File: src/sv/c3c_pkg.sv
// ----------------------------------------------------------------------------
// c3c_pkg: shared types and constants for the 3x3 RGB convolution block
// Register codes, field widths, pipeline control and result beat types.
// ----------------------------------------------------------------------------
package c3c_pkg;

    // sizing defaults for the top-level parameters
    localparam int DEFAULT_MAX_WIDTH  = 1024;
    localparam int DEFAULT_MAX_HEIGHT = 4096;

    // field widths
    localparam int CH_W         = 8;
    localparam int PIX_W        = 3 * CH_W;
    localparam int COEF_W       = 8;
    localparam int KERNEL_W     = 3 * COEF_W;
    localparam int WIDTH_REG_W  = 11;
    localparam int HEIGHT_REG_W = 13;
    localparam int CFG_INDEX_W  = 3;
    localparam int CFG_DATA_W   = 24;

    // arithmetic widths: tap product, row of three, full window of nine
    localparam int PROD_W   = COEF_W + CH_W + 1;
    localparam int ROWSUM_W = PROD_W + 2;
    localparam int SUM_W    = ROWSUM_W + 2;

    // output queue
    localparam int FIFO_DEPTH = 8;

    // register reset values
    localparam logic [CH_W-1:0]         MAX_VALUE_RESET = 8'd255;
    localparam logic [WIDTH_REG_W-1:0]  WIDTH_RESET     = 11'd1024;
    localparam logic [HEIGHT_REG_W-1:0] HEIGHT_RESET    = 13'd1024;

    // register index codes
    localparam logic [CFG_INDEX_W-1:0] CFG_KERNEL_TOP    = 3'd0;
    localparam logic [CFG_INDEX_W-1:0] CFG_KERNEL_MIDDLE = 3'd1;
    localparam logic [CFG_INDEX_W-1:0] CFG_KERNEL_BOTTOM = 3'd2;
    localparam logic [CFG_INDEX_W-1:0] CFG_MAX_VALUE     = 3'd3;
    localparam logic [CFG_INDEX_W-1:0] CFG_IMAGE_WIDTH   = 3'd4;
    localparam logic [CFG_INDEX_W-1:0] CFG_IMAGE_HEIGHT  = 3'd5;

    typedef logic signed [PROD_W-1:0]   prod_t;
    typedef logic signed [ROWSUM_W-1:0] rowsum_t;
    typedef logic signed [SUM_W-1:0]    sum_t;

    // per-item control carried down the pipeline; valid means a result is due
    typedef struct packed {
        logic valid;
        logic last;
        logic top;
        logic bottom;
        logic left;
        logic right;
    } tap_ctl_t;

    typedef struct packed {
        logic            frame_last;
        logic [CH_W-1:0] blue;
        logic [CH_W-1:0] green;
        logic [CH_W-1:0] red;
    } out_beat_t;

endpackage

File: src/sv/c3c_sum_clamp.sv
// ----------------------------------------------------------------------------
// c3c_sum_clamp: adder tree and clamp for the 3x3 convolution
// Registers the three row sums per channel, then adds and clamps to
// 0..max_value.
// ----------------------------------------------------------------------------
module c3c_sum_clamp (
    input  logic                     clk,
    input  logic                     rst_n,
    input  c3c_pkg::prod_t           prod [3][3][3],
    input  c3c_pkg::tap_ctl_t        ctl_in,
    input  logic [c3c_pkg::CH_W-1:0] max_value,
    output logic                     res_valid,
    output c3c_pkg::out_beat_t       res
);

    import c3c_pkg::*;

    rowsum_t row_reg  [3][3];
    rowsum_t row_next [3][3];
    logic    valid_reg;
    logic    last_reg;
    logic [CH_W-1:0] chan [3];

    // row sums, indexed [row][channel]
    always_comb
    begin
        for (int r = 0; r < 3; r++)
        begin
            for (int ch = 0; ch < 3; ch++)
            begin
                row_next[r][ch] = rowsum_t'(prod[r][0][ch]) + rowsum_t'(prod[r][1][ch])
                                + rowsum_t'(prod[r][2][ch]);
            end
        end
    end

    always_ff @(posedge clk)
    begin
        row_reg  <= row_next;
        last_reg <= ctl_in.last;
    end

    always_ff @(posedge clk or negedge rst_n)
    begin
        if (!rst_n)
        begin
            valid_reg <= 1'b0;
        end
        else
        begin
            valid_reg <= ctl_in.valid;
        end
    end

    always_comb
    begin
        sum_t total;
        sum_t ceiling;
        ceiling = $signed({{(SUM_W-CH_W){1'b0}}, max_value});
        for (int ch = 0; ch < 3; ch++)
        begin
            total = sum_t'(row_reg[0][ch]) + sum_t'(row_reg[1][ch]) + sum_t'(row_reg[2][ch]);
            if (total < 0)
            begin
                chan[ch] = '0;
            end
            else if (total > ceiling)
            begin
                chan[ch] = max_value;
            end
            else
            begin
                chan[ch] = total[CH_W-1:0];
            end
        end
    end

    assign res_valid      = valid_reg;
    assign res.red        = chan[0];
    assign res.green      = chan[1];
    assign res.blue       = chan[2];
    assign res.frame_last = last_reg;

endmodule

File: config.mk
export PLATFORM = sky130hd
export DESIGN_NAME = c3c_sum_clamp
export DESIGN_NICKNAME = d
export VERILOG_FILES = /design/src/sv/c3c_pkg.sv /design/src/sv/c3c_sum_clamp.sv
export SDC_FILE = /design/constraint.sdc
export NUM_CORES = 1
export LEC_CHECK = 0
export ABC_AREA = 1
export BUFFER_PORTS_ARGS = -buffer_cell sky130_fd_sc_hd__buf_2
export CELL_PAD_IN_SITES_DETAIL_PLACEMENT = 0
export CELL_PAD_IN_SITES_GLOBAL_PLACEMENT = 1
export CORE_MARGIN = 4
export CORE_UTILIZATION = 40
export DETAILED_ROUTE_END_ITERATION = 8
export GPL_TIMING_DRIVEN = 0
export PLACE_DENSITY = 0.86
export SLEW_MARGIN = 0
export SYNTH_ARGS = -nofsm -noshare
export SYNTH_HDL_FRONTEND = slang
export SYNTH_SLANG_ARGS = --single-unit
File: constraint.sdc
create_clock -name clk -period 8.2 [get_ports clk]
set_input_delay 0.41 -clock clk [delete_from_list [all_inputs] [get_ports clk]]
set_output_delay 0.41 -clock clk [all_outputs]
set_load 0.02 [all_outputs]
* After elaboration in Yosys (flattened, before gate mapping)
Cells that the tools add are included.
** Word-level totals
- Flip-flop bits (word level) :: 173
- Input bits :: 475
- Output and inout port bits :: 26
- Logic and storage cells :: 47
** Operators by class
- Add/sub/neg operators :: 24
- Order comparisons :: 6
- Muxes and demuxes :: 6
** Operators with widths (number)
- adder 18 x 17 -> 19 bit :: 9
- adder 17 x 17 -> 18 bit :: 9
- adder 20 x 19 -> 21 bit :: 3
- greater-than comparator 21 x 9 -> 1 bit :: 3
- less-than comparator 21 x 1 -> 1 bit, second input constant :: 3
- adder 19 x 19 -> 20 bit :: 3
- 2-to-1 mux 8 bit :: 6

* Longest topological paths before layout
Gate-level depths: netlist of the first run.
- Depth after elaboration :: 5
- Mapped depth :: 24
- Gate-level depth less buffers :: 23

* Worst setup path before layout of the first run
Ideal clock, no wire load.
- Path type :: reg2out
- Start :: reg row_reg[20] in the netlist's numbering
- End :: out res[13] in the netlist's numbering
- Data arrival time :: 3479 ps
- Required time :: 7790 ps
- Setup slack :: 4311 ps
- Stages on the path, launching flop included :: 22
- Path buffers :: 1
- Cells stage by stage :: dfxtp_1 > inv_1 > fa_1 > inv_1 > ha_1 > fa_1 > nand2_1 > nand2_1 > nand2_1 > o21ai_1 > xor2_1 > ha_1 > nand2_1 > nor4_1 > nand3_1 > a21boi_1 > nor2_1 > nand3_2 > buf_6 > nand2_1 > nand2_1 > nor2_1
** RTL lines
- start, declared :: RTL line c3c_sum_clamp.sv:18 : rowsum_t row_reg [3][3];
- start signal, assigned :: RTL line c3c_sum_clamp.sv:39 : row_reg <= row_next;
- end, declared :: RTL line c3c_sum_clamp.sv:13 : output c3c_pkg::out_beat_t res

==> results of run 1 <==
## final cells by class
class	instances	area [um^2]	share of cell area, %
multi-input combinational	1809	14200	62.1
sequential	173	3470	15.2
timing repair buffer	497	2490	10.9
inverter	332	1250	5.46
tap	607	759	3.33
clock buffer	17	425	1.86
clock inverter	15	223	0.975
buffer	4	37.5	0.164
## per-stage QoR
step,instance area (um^2),hold slack (ns)
after floorplan,18900,0.114
after global placement,22200,0.186
after detailed placement,22200,0.186
after CTS,22800,0.0394
after global routing,22800,0.0415
final,22800,0.0767
## kinds of logic after synthesis
| logic type | Yosys count | share of synthesized area [%] |
|---|---|---|
| flops | 173 | 18.3 |
| xor+xnor | 149 | 6.89 |
| fa+ha+maj | 456 | 38.9 |
| simple gates | 891 | 19.7 |
| compound gates | 313 | 9.37 |
| buf+inv | 336 | 6.78 |
## cell usage after synthesis, types with 8 or more instances
cell      instances  share of area, %
o22ai_1           8              0.26
o21ai_0          53               1.4
nand2_1         560                11
inv_1           328               6.5
o21bai_1          9              0.36
a21oi_1         177               4.7
nand3_1         130               3.4
xnor2_1          38               1.8
o21ai_2           8              0.37
xor2_1          111               5.1
nand4_1          17              0.56
nand2_2          10              0.33
nor3_1           18              0.48
ha_1            234                15
o31ai_1           8              0.32
dfxtp_1         172                18
a21boi_0         10              0.40
nor2_1          125               2.5
a21o_1           19              0.75
fa_1            222                23
a31oi_1           9              0.30
## worst max-delay path: stages, from the launching register on
cell and delay (ns):
dfxtp_1 0.31, inv_1 0.05, fa_1 0.57, inv_1 0.05, ha_1 0.23, fa_1 0.51
nand2_1 0.09, nand2_1 0.07, nand2_1 0.10, o21ai_1 0.10, xor2_1 0.20, ha_1 0.33
nand2_1 0.05, nor4_1 0.39, nand3_1 0.11, a21boi_1 0.16, nor2_1 0.13, nand3_2 0.19
nand2_1 0.12, nand2_1 0.06, nor2_1 0.43, buf_2 0.27
## metal layers
| metal | GRT usage [%] | routed length (um) | up-vias |
|---|---|---|---|
| li1 | - | - | 8518 |
| met3 | 2.90 | 2230 | 38 |
| met2 | 35.2 | 25400 | 386 |
| met5 | 0 | 0 | - |
| met4 | 3.91 | 603 | 0 |
| met1 | 27.0 | 23600 | 7589 |
## repair_timing
action,CTS,global route
endpoints found under the hold margin,1,0
setup buffers,0,0
hold buffers,1,0
## worst max-delay path by stage
stage,from,end,slack [ns],cells after the start
final,row_reg[20],res[10],2.83,21
after global routing,row_reg[20],res[10],2.32,21
after CTS,row_reg[20],res[10],2.64,21
after detailed placement,row_reg[20],res[10],3.14,21
after global placement,row_reg[20],res[10],3.16,21
after floorplan,row_reg[20],res[13],4.31,21
==> out/metrics.csv, run 1 <==
metric,value,unit
status,"complete, no violations",
htree_levels,4,
hold-path-cell-count,1,
overflow,0,
syn_area_per_cell,8.17,um^2
n_fill_cell,4540,
syn_nets,3249,
cts_inserted_buffers,17,
grt_max_degree,19,
dp_hpwl,47100,um
crit_type,reg -> out,
ys_seq_area_share,18.3,%
fin_cells,3454,
wl_per_cell,15.0,um
cts_buffer_depth,2,
drt_wl_total,51800,um
finalCriticalPeriod,5.37,ns
die_y,226,um
hold_viol,0,
dr.first_iter.drc_count,715,
clock-sinks,173,
final_layout_size_suffix_gt1_share,20.1,%
period_share,65.4,%
synth.distinct_cells,43,
vias_per_cell,4.79,
antenna_cells,0,
core_area,0.0467,mm^2
antenna_left,0,
arrival,4.96,ns
whs_endpoint,last_reg,
gp_congestion,0.939,
mostFrequentLayoutCells,"560 x nand2_1, 496 x buf_2, 328 x inv_1",
rsz0062_at_grt,no,
postCtsResizedCells,0,
drc,0,
path_clk_slew,0.07,ns
cp_max_fo,5,
clockRootBuffer,clkbuf_16,
largest_reg_flops,171,
final_common_cell,nand2_1,
area_growth,20.6,%
worst_pin_slew,0.916,ns
layout.nets,3765,
cp-start-kind,register,
dpl.cell_count,3421,
cts_tree,built,
final.setup.tns,0,ns
synthCells,2318,
max_freq,186,MHz
dominantRegCellSynth,dfxtp_1,
endpoint_kind,output pin,
synthArstFlopShare,0.578,%
setup_viol,0,
synth_edf_count,0,
grt_pass1_vias,17097,
hp-start,ctl_in[4],
start_util,40.6,%
maxSlewViolCount,0,
ys_ff_latch,173,
grt_use_total,20.2,%
fin_ws,2.83,ns
dieArea,0.0509,mm^2
crit_required,7.79,ns
ys_warn_count,0,
cap_violations,0,
post-place-ws,3.14,ns
final_core_util,48.9,%
grt_pass1_wl,82500,um
io_pins,501,
hp-class,in -> reg,
die_x,226,um
drtPass1Iterations,5,
slew_headroom,39.0,%
syn_area,0.0189,mm^2
vias,16531,
port_buffers,496,
grt_antenna_before_repair,0,
rows,79,
Power of run 1 is left out: the tool's default activity adds up to more than one toggle a clock period on the data nets, which glitch-free logic cannot reach.
==> run 2: changes to the inputs <==
Settings changed: CORE_UTILIZATION 40 to 36, PLACE_DENSITY 0.86 to 0.82.
Clock period 8.2 ns to 4.6 ns, I/O delays scaled along.
==> out/metrics.csv, run 2 (synthesis gave the netlist of run 1 again) <==
metric,value,unit
vias,16717,
grt_pass1_vias,17623,
core_area,0.0517,mm^2
maxSlewViolCount,0,
rows,83,
slew_headroom,47.1,%
cp.buffers_inverters,2,
clockRootBuffer,clkbuf_16,
grt_use_total,18.8,%
multi_input_area,0.0146,mm^2
endpoint_kind,output pin,
cts_inserted_buffers,17,
antenna_cells,0,
arrival,4.16,ns
final_common_cell,nand2_1,
overflow,0,
area_growth,23.8,%
drt_wl_total,53800,um
status,"complete, no violations",
drtPass1Iterations,5,
grt_pass1_wl,85700,um
final_core_util,45.3,%
start_util,36.6,%
finalCriticalPeriod,4.39,ns
drc,0,
crit_slowest_cell,fa_1,
gp_congestion,0.904,
crit_top_cell,nand2_1,
mostFrequentLayoutCells,"539 x nand2_1, 486 x buf_2, 324 x inv_1",
grt_antenna_before_repair,0,
worst_pin_slew,0.793,ns
path_clk_slew,0.07,ns
fin_ws,0.206,ns
post-place-ws,-0.425,ns
setup_viol,0,
grt_max_degree,19,
htree_levels,4,
vias_per_cell,4.72,
max_freq,228,MHz
cts_buffer_depth,2,
crit_family,simple AND/OR/NAND/NOR gates,
n_fill_cell,5182,
max_stage_delay,0.49,ns
die_x,237,um
port_buffers,496,
cp-start-kind,register,
period_share,95.5,%
cap_violations,0,
cp_max_fo,6,
hp-class,in -> async,
hold_viol,0,
crit_type,reg -> out,
wl_per_cell,15.2,um
clock-sinks,173,
dr.first_iter.drc_count,610,
seq_area,0.00347,mm^2
antenna_left,0,
largest_reg_flops,171,
final_layout_size_suffix_gt1_share,22.6,%
crit_chain,fa_1 > ha_2 > nand3_1 > nand3_2 > xor2_2 > ha_1 > nand2_2 > inv_1 > nand2_1 > nand3_1 > nand2_1 > nand2_1 > nand2_1 > a21boi_4 > nor2_2 > nand3_4 > nand2_2 > nand2_2 > nor2_4 > buf_6,
dieArea,0.0563,mm^2
io_pins,501,
cts_tree,built,
layout.nets,3781,
crit_required,4.37,ns
dp_hpwl,48300,um
rsz0062_at_grt,yes,
die_y,237,um
[run 2: metrics by stage]
step                hold WS, ns  cells  setup TNS (ns)  instance area, um^2
floorplan               -0.0656   2318               0                18900
global placement        0.00435   3494           -1.41                22300
detailed placement      0.00649   3494           -1.59                22300
CTS                      0.0351   3534         -0.0936                23100
global route             0.0533   3543          -0.277                23400
finish                   0.0756   3543               0                23400
[run 2: cell type report]
cell class | count | share of cell area (%)
plain buffers | 4 | 0.176
repair buffers | 512 | 11.5
clock inverters | 15 | 0.763
clock buffers | 17 | 1.81
flip-flops and latches | 173 | 14.8
inverters | 332 | 5.31
well taps | 680 | 3.63
multi-input cells | 1810 | 62.1
[run 2: path summary, 6_finish.rpt]
path	from	end	slack, ns	cells past startpoint
max	row_reg[22]	res[10]	0.21	20
min	rst_n	res_valid	0.08	2
max in group asynchronous	rst_n	res_valid	4.44	2
min in group clk	prod[442]	row_reg[152]	0.15	4
[run 2: what timing repair did]
| action | CTS | global route |
|---|---|---|
| gates resized for setup | 37 | 63 |
| endpoints found under the hold margin | 3 | 0 |
| pin swaps | 13 | 24 |
| setup endpoints to repair | 8 | 24 |
| gates cloned | 1 | 2 |
| hold buffers | 3 | 0 |
| buffers inserted | 4 | 7 |
[run 2: metal layers]
layer	routed length (um)	GRT usage (%)	up-vias
li1	-	-	8533
met1	23700	24.1	7750
met2	26800	33.2	384
met3	2500	3.38	50
met4	848	4.07	0
met5	0	0	-
Power of run 2 is left out for the same reason.
==> run 3: changes to the inputs <==
Settings changed: CORE_MARGIN 4 to not set.
==> out/metrics.csv, run 3 (synthesis gave the netlist of run 1 again) <==
metric,value,unit
layout.nets,3780,
hp-class,in -> async,
cap_violations,0,
gp_congestion,0.881,
cts_inserted_buffers,17,
crit_required,4.37,ns
largest_reg_flops,171,
final_layout_size_suffix_gt1_share,22.4,%
area_growth,23.5,%
fin_cells,3543,
core_area,0.0516,mm^2
crit_top_cell,nand2_2,
mostFrequentLayoutCells,"542 x nand2_1, 486 x buf_2, 324 x inv_1",
crit_chain,inv_2 > fa_1 > inv_2 > ha_4 > fa_2 > nand2_2 > nand2_2 > nand2_4 > buf_6 > xnor2_4 > ha_4 > nand2_4 > nor4_4 > nand3_1 > a21boi_2 > nor2_2 > nand3_4 > buf_6 > nand2_2 > nand2_2 > nor2_4 > buf_6,
cp.buffers_inverters,5,
final_common_cell,nand2_1,
vias_per_cell,4.69,
hold_slack,0.0726,ns
io_pins,501,
vias,16630,
dp_hpwl,46600,um
crit_type,reg -> out,
endpoint_kind,output pin,
cp_max_fo,4,
port_buffers,496,
final_core_util,45.3,%
wl_per_cell,14.7,um
slew_headroom,48.2,%
fin_area,0.0234,mm^2
grt_pass1_vias,17060,
hold_viol,0,
max_stage_delay,0.56,ns
maxSlewViolCount,0,
status,"complete, no violations",
grt_antenna_before_repair,1,
cts_buffer_depth,2,
crit_family,adder cells,
dr.first_iter.drc_count,697,
clock-sinks,173,
crit_slowest_cell,fa_1,
die_x,231,um
grt_max_degree,19,
drt_wl_total,51900,um
grt_use_total,19.7,%
cts_tree,built,
clockRootBuffer,clkbuf_16,
drtPass1Iterations,7,
arrival,4.26,ns
drc,0,
path_clk_slew,0.07,ns
dieArea,0.0535,mm^2
finalCriticalPeriod,4.49,ns
grt_pass1_wl,83200,um
worst_pin_slew,0.778,ns
rows,83,
start_util,36.7,%
setup_viol,0,
place_area,0.0223,mm^2
max_freq,223,MHz
htree_levels,4,
period_share,97.6,%
overflow,0,
rsz0062_at_grt,yes,
antenna_left,0,
dpl.cell_count,3494,
die_y,231,um
cp-start-kind,register,
run 3: cell types whose count changed in the layout (fill, tap and decap cells not counted), moves of 2 or more:
| cell | before | now |
|---|---|---|
| buf_6 | 10 | 12 |
| ha_1 | 225 | 227 |
| ha_4 | 6 | 3 |
| inv_6 | 1 | 3 |
| inv_8 | 5 | 3 |
| nand2_1 | 539 | 542 |
| nand2_2 | 28 | 25 |
run 3: worst paths after layout:
path | from | slack [ns] | endpoint | depth (start not counted)
worst max-delay path | row_reg[20] | 0.11 | res[12] | 22
max in group asynchronous | rst_n | 4.44 | res_valid | 2
min in group clk | prod[290] | 0.16 | row_reg[96] | 3
worst min-delay path | rst_n | 0.07 | res_valid | 2
run 3: what timing repair did:
action | CTS | global route
hold endpoints to repair | 3 | 0
buffers inserted | 5 | 6
endpoints found under the setup margin | 8 | 24
gates cloned | 1 | 1
pin swaps | 17 | 17
hold buffers | 3 | 0
resized for setup | 49 | 43
run 3: layer usage:
| layer | wire length (um) | track usage [%] |
|---|---|---|
| met5 | 0 | 0 |
| met4 | 975 | 5.15 |
| met1 | 23800 | 25.4 |
| met3 | 1950 | 3.13 |
| met2 | 25200 | 33.9 |
run 3: cell type report:
| type | instances | area, um^2 |
|---|---|---|
| fillers | 5035 | 28200 |
| multi-input cells | 1810 | 14500 |
| diodes | 1 | 2.50 |
| well taps | 680 | 851 |
| clock buffers | 17 | 425 |
| inverters | 332 | 1250 |
| clock inverters | 15 | 200 |
| flip-flops and latches | 173 | 3470 |
| plain buffers | 4 | 37.5 |
| repair buffers | 511 | 2670 |
run 3: through the flow:
stage                     setup TNS (ns)  setup slack [ns]
final                                  0             0.111
after global placement            -0.773            -0.154
after CTS                        -0.0873           -0.0307
after global routing              -0.753            -0.132
after detailed placement           -1.54            -0.273
after floorplan                        0             0.891
Power of run 3 is left out for the same reason.
