**config.mk**
```make
export PLATFORM = sky130hd
export DESIGN_NAME = c3c_tap_cell
export DESIGN_NICKNAME = d
export VERILOG_FILES = /design/src/sv/c3c_pkg.sv /design/src/sv/c3c_tap_cell.sv
export SDC_FILE = /design/constraint.sdc
export NUM_CORES = 1
export LEC_CHECK = 0
export BUFFER_PORTS_ARGS = -buffer_cell sky130_fd_sc_hd__buf_2
export CAP_MARGIN = 20
export CORE_ASPECT_RATIO = 1.75
export CORE_MARGIN = 3
export CORE_UTILIZATION = 50
export DETAILED_ROUTE_END_ITERATION = 10
export PLACE_DENSITY = 0.78
export SYNTH_ARGS = -nofsm -noshare
export SYNTH_HDL_FRONTEND = slang
export SYNTH_SLANG_ARGS = --single-unit
```
**constraint.sdc**
```tcl
create_clock -name clk -period 10.1 [get_ports clk]
set_clock_uncertainty 0.15 [all_clocks]
set_input_delay 2.02 -clock clk [delete_from_list [all_inputs] [get_ports clk]]
set_output_delay 2.02 -clock clk [all_outputs]
set_load 0.02 [all_outputs]
```
**src/sv/c3c_pkg.sv**
```systemverilog
// ----------------------------------------------------------------------------
// c3c_pkg: shared types and constants for the 3x3 RGB convolution block
// Register codes, field widths, pipeline control and result beat types.
// ----------------------------------------------------------------------------
package c3c_pkg;

    // sizing defaults for the top-level parameters
    localparam int DEFAULT_MAX_WIDTH  = 1024;
    localparam int DEFAULT_MAX_HEIGHT = 4096;

    // field widths
    localparam int CH_W         = 8;
    localparam int PIX_W        = 3 * CH_W;
    localparam int COEF_W       = 8;
    localparam int KERNEL_W     = 3 * COEF_W;
    localparam int WIDTH_REG_W  = 11;
    localparam int HEIGHT_REG_W = 13;
    localparam int CFG_INDEX_W  = 3;
    localparam int CFG_DATA_W   = 24;

    // arithmetic widths: tap product, row of three, full window of nine
    localparam int PROD_W   = COEF_W + CH_W + 1;
    localparam int ROWSUM_W = PROD_W + 2;
    localparam int SUM_W    = ROWSUM_W + 2;

    // output queue
    localparam int FIFO_DEPTH = 8;

    // register reset values
    localparam logic [CH_W-1:0]         MAX_VALUE_RESET = 8'd255;
    localparam logic [WIDTH_REG_W-1:0]  WIDTH_RESET     = 11'd1024;
    localparam logic [HEIGHT_REG_W-1:0] HEIGHT_RESET    = 13'd1024;

    // register index codes
    localparam logic [CFG_INDEX_W-1:0] CFG_KERNEL_TOP    = 3'd0;
    localparam logic [CFG_INDEX_W-1:0] CFG_KERNEL_MIDDLE = 3'd1;
    localparam logic [CFG_INDEX_W-1:0] CFG_KERNEL_BOTTOM = 3'd2;
    localparam logic [CFG_INDEX_W-1:0] CFG_MAX_VALUE     = 3'd3;
    localparam logic [CFG_INDEX_W-1:0] CFG_IMAGE_WIDTH   = 3'd4;
    localparam logic [CFG_INDEX_W-1:0] CFG_IMAGE_HEIGHT  = 3'd5;

    typedef logic signed [PROD_W-1:0]   prod_t;
    typedef logic signed [ROWSUM_W-1:0] rowsum_t;
    typedef logic signed [SUM_W-1:0]    sum_t;

    // per-item control carried down the pipeline; valid means a result is due
    typedef struct packed {
        logic valid;
        logic last;
        logic top;
        logic bottom;
        logic left;
        logic right;
    } tap_ctl_t;

    typedef struct packed {
        logic            frame_last;
        logic [CH_W-1:0] blue;
        logic [CH_W-1:0] green;
        logic [CH_W-1:0] red;
    } out_beat_t;

endpackage

```
**src/sv/c3c_tap_cell.sv**
```systemverilog
// ----------------------------------------------------------------------------
// c3c_tap_cell: one window cell of the 3x3 convolution
// Holds one RGB sample, hands it to its left neighbor on shift, and
// registers coefficient times sample for each channel.
// ----------------------------------------------------------------------------
module c3c_tap_cell (
    input  logic                      clk,
    input  logic                      rst_n,
    input  logic                      shift,
    input  logic [c3c_pkg::PIX_W-1:0] pix_in,
    output logic [c3c_pkg::PIX_W-1:0] pix_out,
    input  logic signed [c3c_pkg::COEF_W-1:0] coef,
    input  logic                      tap_en,
    output c3c_pkg::prod_t            prod [3]
);

    import c3c_pkg::*;

    logic [PIX_W-1:0] pix_reg;
    logic [PIX_W-1:0] pix_next;
    prod_t            prod_reg  [3];
    prod_t            prod_next [3];

    assign pix_next = shift ? pix_in : pix_reg;

    always_ff @(posedge clk or negedge rst_n)
    begin
        if (!rst_n)
        begin
            pix_reg <= '0;
        end
        else
        begin
            pix_reg <= pix_next;
        end
    end

    // 8-bit signed coefficient times 9-bit zero-extended sample
    always_comb
    begin
        logic signed [CH_W:0] sample;
        for (int ch = 0; ch < 3; ch++)
        begin
            sample = $signed({1'b0, pix_reg[CH_W*ch +: CH_W]});
            prod_next[ch] = tap_en ? prod_t'(coef * sample) : '0;
        end
    end

    always_ff @(posedge clk)
    begin
        prod_reg <= prod_next;
    end

    assign pix_out = pix_reg;
    assign prod    = prod_reg;

endmodule

```
Word-level counts from Yosys, hierarchy flattened
Cells that the tools add are included.
{"block": "word_totals", "regBits": 75, "inputBits": 36, "output_inout_bits": 75, "word_cells": 7}
{"block": "op_classes", "mul": 3}
{"op": "multiplier 8 x 9 -> 17 bit", "count": 3}

Longest topological paths before layout
Gate-level depths: netlist of run 1.
{"block": "logic_depth", "depth_word": 1, "depth_mapped": 18, "depth_no_buf": 17}

Worst setup path before layout of run 1
OpenSTA, ideal clock, no wires.
{"block": "synth_timing", "path_kind": "input-to-reg", "start": "in coef[7] (netlist bit)", "end": "reg prod_reg (netlist bit prod[29])", "setup_ns": 0.072, "arrival_time_ns": 6.077, "t_required_ns": 9.878, "slack_ns": 3.801, "path_stages": 15, "path_buffers": 1, "cell_sequence": "inv_1 -> buf_1 -> fa_1 -> fa_1 -> inv_1 -> fa_1 -> inv_1 -> fa_1 -> inv_1 -> ha_1 -> o21a_1 -> o31a_1 -> or4_1 -> a31oi_1 -> mux2i_1"}
{"block": "synth_via", "elab_chain_cells": 1}
{"element": "start, declared", "line_no": "c3c_tap_cell.sv:12", "source": "input logic signed [c3c_pkg::COEF_W-1:0] coef,"}
{"element": "multiplier 8 x 9 -> 17 bit", "line_no": "c3c_tap_cell.sv:45", "source": "prod_next[ch] = tap_en ? prod_t'(coef * sample) : '0;"}
{"element": "end signal, assigned", "line_no": "c3c_tap_cell.sv:51", "source": "prod_reg <= prod_next;"}
{"element": "end, declared", "line_no": "c3c_tap_cell.sv:21", "source": "prod_t prod_reg [3];"}
Every way passes these cells.
A chain may end at the register's enable or synchronous reset.

Final worst setup path of run 1
{"block": "layout_timing", "start": "in coef[7] (netlist bit)", "end": "reg prod_reg (netlist bit prod[32])"}
The elaborated chain is that of the path after synthesis.

==> results of run 1 <==
[worst min-delay path by stage]
stage           startpoint        to  slack [ps]  depth (start not counted)
3_5_place_dp   pix_out[16]   prod[0]         550                          1
2_1_floorplan   pix_out[8]  prod[17]         570                          1
6_report       pix_out[16]   prod[0]         580                          1
3_3_place_gp   pix_out[16]   prod[0]         550                          1
4_1_cts        pix_out[16]   prod[0]         580                          1
5_1_grt        pix_out[16]   prod[0]         610                          1
[through the flow]
stage	hold WS (ps)	util [%]
global placement	554	55.1
finish	579	57.0
floorplan	571	-
CTS	578	57.0
detailed placement	555	55.1
global route	611	57.0
[cells by family (layout without fill, tap and decap cells)]
logic type / Yosys count / in the layout / share of synthesized area, %
mux: 31 / 31 / 3.81
compound gates: 92 / 92 / 6.65
xor+xnor: 13 / 13 / 1.27
fa+ha+maj: 240 / 240 / 43.0
simple gates: 312 / 312 / 18.6
flops: 75 / 75 / 18.2
buf+inv: 203 / 300 / 8.53
[critical path: stages]
cell     delay [ps]
buf_2           310
inv_1           380
fa_1            580
fa_1            510
inv_1            50
fa_1            530
inv_1            50
fa_1            470
inv_1            40
ha_1            340
a21oi_1          90
o22ai_1         380
a31oi_1         200
o21ai_0         270
mux2i_1         210
[layout by cell type (no fill, tap or decap), drive strengths merged, types with 11 or more instances in the layout]
master,instances
buf,111
nor3,14
dfxtp,51
mux2,24
dfrtp,24
nand2,66
nand2b,21
and2,133
a21oi,28
nor2,42
inv,172
nand3,13
fa,111
clkbuf,11
ha,129
o21ai,13
[cell type report]
| cell class | instances | area, um^2 | area share [%] |
|---|---|---|---|
| inverters | 173 | 649 | 6.49 |
| repair buffers | 111 | 558 | 5.58 |
| well taps | 231 | 289 | 2.89 |
| multi-input cells | 688 | 6550 | 65.5 |
| clock buffers | 11 | 254 | 2.54 |
| clock inverters | 5 | 83.8 | 0.838 |
| flip-flops and latches | 75 | 1620 | 16.2 |
[cells in the mapped netlist (4+ instances only)]
cell type  number
inv_1         172
and2_1        133
ha_1          129
fa_1          111
nand2_1        66
dfxtp_1        51
nor2_1         42
clkbuf_1       29
a21oi_1        28
dfrtp_1        24
mux2_2         24
nand2b_1       21
nor3_1         14
nand3_1        13
o21ai_0        13
a21o_1         10
and3_1          9
o21a_1          9
a31oi_1         8
xor2_1          8
mux2i_1         7
a211o_1         5
a211oi_1        5
xnor2_1         5
nor2b_1         4
[metal layers]
layer	GRT usage, %	wire (um)	part of all wire [%]
met1	23.3	7370	38
met2	41.0	10700	55
met4	9.27	674	3.4
met5	0	0	0
met3	3.45	843	4.3
[where the power goes]
part / internal (W) / switching, W
clock: 0.000232 / 0.000131
combinational: 0.000678 / 0.000937
sequential: 0.000378 / 0.0000440
==> results.md, run 1 <==
- Crit end category: register
- Crit Path Category: in2reg
- Layout Nets: roughly 1.3k
- Final TNS setup: 0 ps
- Critical Path Source: coef[7]
- Initial core utilization: 50.9%
- Register bit count reported by yosys: 75
- Syn_area_per_cell: just over 9 um^2
- FF-to-FF End: prod[32]
- Max-cap viol count: 0
- R2R depth: 14
- DR WL/cell: 15.1 um
- Worst-path maximum fanout: 17
- Detailed Routing Iterations Pass 1: 5
- Share of layout cells above drive strength 1: 14.3%
- Clk Latency, worst-skew pair: 350 ps
- Slew Limit Fails: 0
- Inst Count DP: 1278
- Synth Cell Area: around 8900 um^2
- Power per cell area: 240 nW/um^2
- Fin crit share: 62.5%
- Status: finished, final reports clean
- Hold WC Path Type: reg2reg
- P&R area growth vs syn: 12.0%
- Number of synthesized flops with an enable pin: 0
- Setup Buffers After CTS: 0
- Row count: 64
- Max Fclk: 0.159 GHz
- IO Count: 111
- Clk pin slew, worst setup/hold paths: 60 ps
- PnR worst setup slack: ~3800 ps
- Placed Area: 9670 um^2
- Post-Place Setup Slack: 3440 ps
- Synth Instances: between 900 and 1k
- Post-route DRC violation count: 0
- Top FF cell, synth: dfxtp_1
- Remaining Overflow, GRT: 0
- Synth warn: 0
- Peak supply drop: 0.153 mV
- Total CTS buffers: 9
- Number of hold violations in the final report: 0
- Global-route wire length before repair: approximately 34000 um
- Via Count: 6833
- Distinct cells, synth: 45
- Final setup violation count: 0
- Crit path to: prod[32]
- Total Routing Usage GR: 21.7%
- Fin area: about 10000 um^2
- R2r startpoint: pix_out[13]
- DRT Wirelength: about 20000 um
- 1st-iter DRT viols: 221
- Yosys top cell by area: fa_1
- Slew HR: 49.2%
- Area contributors post-synth: fa_1 (25%), ha_1 (18%), dfxtp_1 (11%), and2_1 (9.3%), inv_1 (7.2%)
- Static leakage: ~5.3 nW
- RSZ-0062 raised after global routing: false
- Top cell type's share of synthesized area: 24.9%
- R2R setup slack: 5520 ps
- CTS Root Cell: clkbuf_16
- Fin crit period: approximately 6300 ps
- Syn Nets: 1242
- Die Span X: 107 um
- Post-DRT Antenna Nets: 0
- Final Power: 0.00240 W
- Vias in the first global route: 7429
- Hpwl dp: 15400 um
- H-tree Lvls: 3
- CTS max path bufs: 2
- Sequential share of the synthesized area: 18.2%
- CP required: 10230 ps
- GPL Wtd Cong: between 0.8 and 0.9
- Largest net degree at the start of global routing: 38
- Die outline area: between 15000 and 20000 um^2
- Max reg flops: 51
- Chip height: between 150 and 200 um
- Hold_buf cts: 0
- Non-filler cells, final: 1294
- CTS tree: built
- Ant. Diodes: 0
- Port Buffers: 110
- Ys async rst share: between 30% and 40%
- Vias per cell: ~5.3
- Clk sinks: 75
- Initial antenna violation count: 0
- Fill cells: 1558
- PostCTS Resize Cnt: 0
- Arr. time, crit path: 6440 ps
- Worst-margin pin slew: 761 ps
- Core area: 17500 um^2
- Crit start category: primary input
Note: power is estimated with default switching activity, not from simulation.
==> run 2, diff against run 1 <==
==> constraint.sdc (replaced) <==
create_clock -name clk -period 5.85 [get_ports clk]
set_clock_uncertainty 0.15 [all_clocks]
set_input_delay 1.17 -clock clk [delete_from_list [all_inputs] [get_ports clk]]
set_output_delay 1.17 -clock clk [all_outputs]
set_load 0.02 [all_outputs]
==> run 2 against run 1 <==
Effect of this change:
- via count increased by 0.40%
- largest power group unchanged
- critical path type unchanged
- sequential power increased by 73%
- critical endpoint is now prod[29]
- final cell count increased by 0.39%
- sequential share of layout area about the same
- highest routed layer unchanged
- register-to-register slack got worse by 4300 ps
==> results.md, run 2 (same netlist as run 1, synthesis figures left out) <==
- Status: finished, final reports clean
- Worst Hold Launch: pix_out[8]
- Final core area utilization: 56.9% (-0.13 points)
- R2r startpoint: pix_out[13]
- Slowest cell on crit path: fa_1
- Die outline area: 19600 um^2 (unchanged)
- Share of layout cells above drive strength 1: 14.8% (+0.49 points)
- Clk Latency, worst-skew pair: 360 ps (about the same)
- Worst hold path depth: 1 (unchanged)
- Row count: 64 (unchanged)
- Fill cells: 1559 (+0.064%)
- Most frequent cells in the layout: inv_1 (172), and2_1 (133), ha_1 (129)
- Arr. time, crit path: 5390 ps (-1050 ps)
- Most frequent CP cell: fa_1
- Non-filler cells, final: 1299 (+0.39%)
- CTS tree: built
- Vias per cell: 5.28 (about the same)
- IO Count: 111 (unchanged)
- Worst-margin pin slew: 990 ps (+228 ps)
- Final TNS setup: 0 ps (unchanged)
- Peak supply drop: 0.188 mV (+23%)
- Hold WC Path Type: reg2reg
- Clk pin slew, worst setup/hold paths: 60 ps (about the same)
- Inst Count DP: 1283 (+0.39%)
- Initial core utilization: 50.9% (unchanged)
- Crit start category: primary input
- Slew Limit Fails: 0 (unchanged)
- Post-route DRC violation count: 0 (unchanged)
- Via Count: 6860 (+0.40%)
- Crit Path Category: in2reg
- P&R area growth vs syn: 11.8%
- DRT Wirelength: 20100 um (+2.6%)
- Fin crit share: 89.8%
- Die Span X: 107 um (unchanged)
- Port Buffers: 110 (unchanged)
- DR WL/cell: 15.5 um (+2.2%)
- Crit end category: register
- Clk sinks: 75 (unchanged)
- Chip height: 183 um (unchanged)
- Layout Nets: 1339 (+0.37%)
- Largest net degree at the start of global routing: 38 (unchanged)
- 1st-iter DRT viols: 247 (+12%)
- CTS max path bufs: 2 (unchanged)
- Max reg flops: 51 (unchanged)
- Critical Path Source: coef[2]
- PostCTS Resize Cnt: 0 (unchanged)
- Core area: 17500 um^2 (unchanged)
- Final Power: 0.00407 W (+69%)
- Worst-path maximum fanout: 24 (+7)
- Static leakage: 5.28 nW (about the same)
- Post-DRT Antenna Nets: 0 (unchanged)
- Number of hold violations in the final report: 0 (unchanged)
- Global-route wire length before repair: 34500 um (+1.8%)
- Commonest non-fill, non-tap cell in the layout: inv_1
- R2R depth: 14 (unchanged)
- Slowest stage delay, CP: 550 ps (-30 ps)
- Slew HR: 33.6% (-16 points)
- H-tree Lvls: 3 (unchanged)
- Total CTS buffers: 9 (unchanged)
- Total Routing Usage GR: 22.3% (+0.63 points)
- Fin crit period: 5250 ps
- Hpwl dp: 15900 um (+3.7%)
- Max Fclk: about 0.19 GHz
- Post-Place Setup Slack: 263 ps (-3170 ps)
- Final setup violation count: 0 (unchanged)
- GPL Wtd Cong: 0.869 (-0.23%)
- Vias in the first global route: 7268 (-2.2%)
- Power per cell area: 408 nW/um^2 (+70%)
- PnR worst setup slack: 597 ps (-3190 ps)
- Max-cap viol count: 0 (unchanged)
- CP required: 5980 ps (-4250 ps)
- Initial antenna violation count: 0 (unchanged)
- Remaining Overflow, GRT: 0 (unchanged)
- RSZ-0062 raised after global routing: false
- CP cell instances: buf_2, nand2_1, fa_1, fa_1, inv_1, fa_1, inv_1, fa_1, inv_1, ha_1, o21a_1, o31a_1, or4_1, a31oi_1, mux2i_1
- Detailed Routing Iterations Pass 1: 4 (-1)
- CTS Root Cell: clkbuf_16
- Hold_buf cts: 0 (unchanged)
- Setup Buffers After CTS: 0 (unchanged)
- Ant. Diodes: 0 (unchanged)
==> run 2: changes by cell type in the layout (fill, tap and decap cells not counted), sizes merged <==
cell,previous run,this run
buf,111,116
clkbuf,11,9
clkinv,2,4
inv,172,174
bufinv,2,0
==> run 2: worst max-delay path, delay by kind of cell <==
family	cells	cell delay (ps)
fa+ha+maj	5	2360
simple gates	2	580
buf+inv	4	490
compound gates	3	600
mux	1	200
==> run 2: layout make-up <==
type | count | area, um^2 | share of cell area [%]
sequential | 75 | 1620 | 16.2
inverter | 173 | 649 | 6.51
tap | 231 | 289 | 2.90
clock buffer | 9 | 225 | 2.26
clock inverter | 7 | 52.6 | 0.527
multi-input combinational | 688 | 6550 | 65.6
timing repair buffer | 116 | 596 | 5.97
==> run 2: metrics by stage <==
step	instance area (um^2)	hold slack (ps)
floorplan	8930	571
global placement	9700	570
detailed placement	9700	577
CTS	9980	592
global route	9980	622
finish	9980	597
==> run 2: worst paths after layout <==
kind / to / slack [ps]
min in group asynchronous: pix_out[11] / 680
max in group asynchronous: pix_out[1] / 4450
max reg2reg: prod[29] / 1190
max: prod[29] / 600
min: prod[17] / 600
min reg2reg: prod[17] / 600
==> run 2: power breakdown <==
group | switching [W] | leakage (nW) | internal [W] | total [W]
clock network | 0.000236 | 0.132 | 0.000289 | 0.000525
logic | 0.00163 | 4.44 | 0.00119 | 0.00281
registers | 0.0000772 | 0.705 | 0.000653 | 0.000730
==> run 2: per-layer routing <==
metal  up-vias  share of wire [%]  global-route usage, %
met3        54                4.7                   3.38
met2       192                 55                   41.6
met5         -                  0                      0
li1       3246                  -                      -
met4         0                4.1                   11.3
met1      3368                 36                   23.9
==> run 3, diff against run 2 <==
--- a/config.mk
+++ b/config.mk
@@ -5,10 +5,11 @@
 export SDC_FILE = /design/constraint.sdc
 export NUM_CORES = 1
 export LEC_CHECK = 0
+export ABC_AREA = 1
 export BUFFER_PORTS_ARGS = -buffer_cell sky130_fd_sc_hd__buf_2
 export CAP_MARGIN = 20
 export CORE_ASPECT_RATIO = 1.75
-export CORE_MARGIN = 3
+export CORE_MARGIN = 2
 export CORE_UTILIZATION = 50
 export DETAILED_ROUTE_END_ITERATION = 10
 export PLACE_DENSITY = 0.78
==> run 3 against run 2 <==
Effect of this change:
- die area rose by 4.9%
- largest power group unchanged
- global-route usage rose by 0.87 points
- first-iteration DRC count rose by 57%
- synthesized cell count rose by 39%
- hold slack got worse by 27 ps
- utilization fell by 0.88 points
- via count rose by 18%
- non-clock buffer count fell by 3
- clock power rose by 16%
- setup slack improved by 410 ps
==> results.md, run 3 <==
- Status: finished, final reports clean
- Combined area of the multi-input logic cells: 6330 um^2 (-3.4%)
- Hold_buf cts: 0 (unchanged)
- Post-DRT Antenna Nets: 0 (unchanged)
- Total CTS buffers: 9 (unchanged)
- Max-cap viol count: 0 (unchanged)
- Arr. time, crit path: 4950 ps (-440 ps)
- Inst Count DP: 1648 (+28%)
- Hpwl dp: 17700 um (+11%)
- GPL Wtd Cong: 0.924 (+6.3%)
- Fin crit period: 4840 ps (-408 ps)
- Synth Cell Area: 9680 um^2 (+8.3%)
- Ys async rst share: 32.0% (unchanged)
- Sequential share of the synthesized area: 16.8% (-1.4 points)
- Internal Power: 0.00205 W (-3.7%)
- Power per cell area: 394 nW/um^2 (-3.3%)
- Clk pin slew, worst setup/hold paths: 60 ps (about the same)
- Synth Instances: 1340 (+39%)
- WHS: 570 ps (-26.9 ps)
- Worst-path maximum fanout: 24 (unchanged)
- 1st-iter DRT viols: 387 (+57%)
- Distinct cells, synth: 28 (-38%)
- Max reg flops: 51 (unchanged)
- CP required: 5950 ps (-30 ps)
- Detailed Routing Iterations Pass 1: 5 (+1)
- Final Power: 0.00420 W (+3.3%)
- Non-filler cells, final: 1664 (+28%)
- Post-route DRC violation count: 0 (unchanged)
- Sequential cell area: 1620 um^2 (unchanged)
- Max Fclk: 0.206 GHz (+8.4%)
- Yosys top cell by area: fa_1
- Layout Nets: 1694 (+27%)
- Register bit count reported by yosys: 75 (unchanged)
- Area contributors post-synth: fa_1 (23%), ha_1 (17%), inv_1 (15%), nand2_1 (14%), dfxtp_1 (11%)
- Clk sinks: 75 (unchanged)
- Hold WC Path Type: reg2reg
- Synth warn: 0 (unchanged)
- Syn_area_per_cell: 7.22 um^2 (-22%)
- Most frequent cells in the layout: inv_1 (392), nand2_1 (373), ha_1 (129)
- Fin crit share: 82.8% (-7.0 points)
- Initial core utilization: 50.9% (-0.076 points)
- Vias in the first global route: 8368 (+15%)
- Final setup violation count: 0 (unchanged)
- Crit end category: register
- Row count: 67 (+4.7%)
- Number of synthesized flops with an enable pin: 0 (unchanged)
- Die outline area: 20500 um^2 (+4.9%)
- Final core area utilization: 56.0% (-0.88 points)
- Share of layout cells above drive strength 1: 12.5% (-2.3 points)
- Die Span X: 109 um (+2.0%)
- Final TNS setup: 0 ps (unchanged)
- Worst-margin pin slew: 741 ps (-249 ps)
- Chip height: 188 um (+2.9%)
- IO Count: 111 (unchanged)
- Top cell type's share of synthesized area: 23.0% (-1.9 points)
- Vias per cell: 4.88 (-7.6%)
- Top-count cell post-synth: inv_1
- Crit Path Category: in2reg
- RSZ-0062 raised after global routing: false
- Static leakage: 6.99 nW (+32%)
- Clk Latency, worst-skew pair: 360 ps (about the same)
- Crit start category: primary input
- Peak supply drop: 0.243 mV (+29%)
- Switch Pwr: 0.00215 W (+11%)
- DR WL/cell: 13.3 um (-14%)
- R2R setup slack: 1640 ps (+450 ps)
- Via Count: 8124 (+18%)
- Fill cells: 1771 (+14%)
- DRT Wirelength: 22100 um (+10%)
- Ant. Diodes: 0 (unchanged)
- Core area: 19000 um^2 (+8.5%)
- P&R area growth vs syn: 10.2%
- Port Buffers: 110 (unchanged)
- Clk pwr share: 14.5% (+1.6 points)
- CTS Root Cell: clkbuf_16
- Slew Limit Fails: 0 (unchanged)
- Total Routing Usage GR: 23.2% (+0.87 points)
- Slowest stage delay, CP: 540 ps (about the same)
- Initial antenna violation count: 0 (unchanged)
- CP cell instances: buf_2, nand2_1, fa_1, fa_1, inv_1, fa_1, inv_1, fa_1, inv_1, ha_1, nand2_1, nand2_1, clkinv_1, o21ai_4, nand2_2, nand3_1, nand2_1, clkinv_1, nor2_2
- Comb pwr share: 68.2% (-0.9 points)
- PostCTS Resize Cnt: 0 (unchanged)
- Top FF cell, synth: dfxtp_1
- Switching Fraction: 51.2% (+3.6 points)
- Syn Nets: 1616 (+30%)
- Number of hold violations in the final report: 0 (unchanged)
- CTS max path bufs: 2 (unchanged)
- Slowest cell on crit path: fa_1
- Remaining Overflow, GRT: 0 (unchanged)
- Global-route wire length before repair: 37200 um (+8.0%)
- Post-synth top cells: inv_1 (392), nand2_1 (373), ha_1 (129), fa_1 (111), nor2_1 (77)
- Largest net degree at the start of global routing: 35 (-7.9%)
- Commonest non-fill, non-tap cell in the layout: inv_1
- H-tree Lvls: 3 (unchanged)
- Seq pwr share: 17.3% (-0.6 points)
- Slew HR: 50.6% (+17 points)
- CTS tree: built
- Setup Buffers After CTS: 0 (unchanged)
## run 3: cell count changes after synthesis, moves of 14 or more
| cell | before | now |
|---|---|---|
| and2_1 | 133 | 0 |
| nand2b_1 | 21 | 0 |
| nor2_1 | 42 | 77 |
| nor3_1 | 14 | 0 |
| inv_1 | 172 | 392 |
| nand2_1 | 66 | 373 |
| nand3_1 | 13 | 27 |
## run 3: cell families after synthesis
kind of cell    Yosys count  share of synthesized area, %
compound gates           47                          2.62
xor+xnor                  6                         0.543
fa+ha+maj               240                          39.6
buf+inv                 452                          17.9
flops                    75                          16.8
mux                      14                          1.63
simple gates            506                          20.9
## run 3: through the flow
step	area (um^2)	worst slack, ps
finish	10700	1010
global route	10700	727
CTS	10700	1020
detailed placement	10300	643
global placement	10300	741
floorplan	9680	878
## run 3: power groups by stage
stage	Combinational (W)	Sequential (W)	Clock, W
6_report	0.00287	0.000726	0.000608
5_1_grt	0.00332	0.000741	0.000650
4_1_cts	0.00289	0.000727	0.000628
3_5_place_dp	0.00286	0.000735	0
3_3_place_gp	0.00279	0.000735	0
2_1_floorplan	0.00206	0.000857	0
## run 3: critical path: cells and delay by family
kind | cells | cell delay (ps)
adders and majority gates | 5 | 2390
buffers and inverters | 6 | 710
and+or+nand+nor | 7 | 570
AOI/OAI and AO/OA | 1 | 100
## run 3: layer usage
layer	GRT usage [%]	wire, um	vias to the layer above
li1	-	-	3977
met1	24.9	8130	3865
met2	42.7	12000	220
met3	3.30	1080	62
met4	11.5	910	0
met5	0	0	-
## run 3: path summary, 6_finish.rpt
kind,from,cells past startpoint,end
max in group asynchronous,rst_n,1,pix_out[3]
min,pix_out[8],2,prod[17]
max reg2reg,pix_out[21],20,prod[13]
max,coef[2],19,prod[33]
min reg2reg,pix_out[8],2,prod[17]
min in group asynchronous,rst_n,1,pix_out[11]
## run 3: cell type report
| class | instances | area share, % |
|---|---|---|
| Timing Repair Buffer | 113 | 5.37 |
| Tap cell | 241 | 2.83 |
| Multi-Input combinational cell | 813 | 59.3 |
| Inverter | 406 | 14.3 |
| Clock inverter | 7 | 0.845 |
| Clock buffer | 9 | 2.11 |
| Sequential cell | 75 | 15.2 |
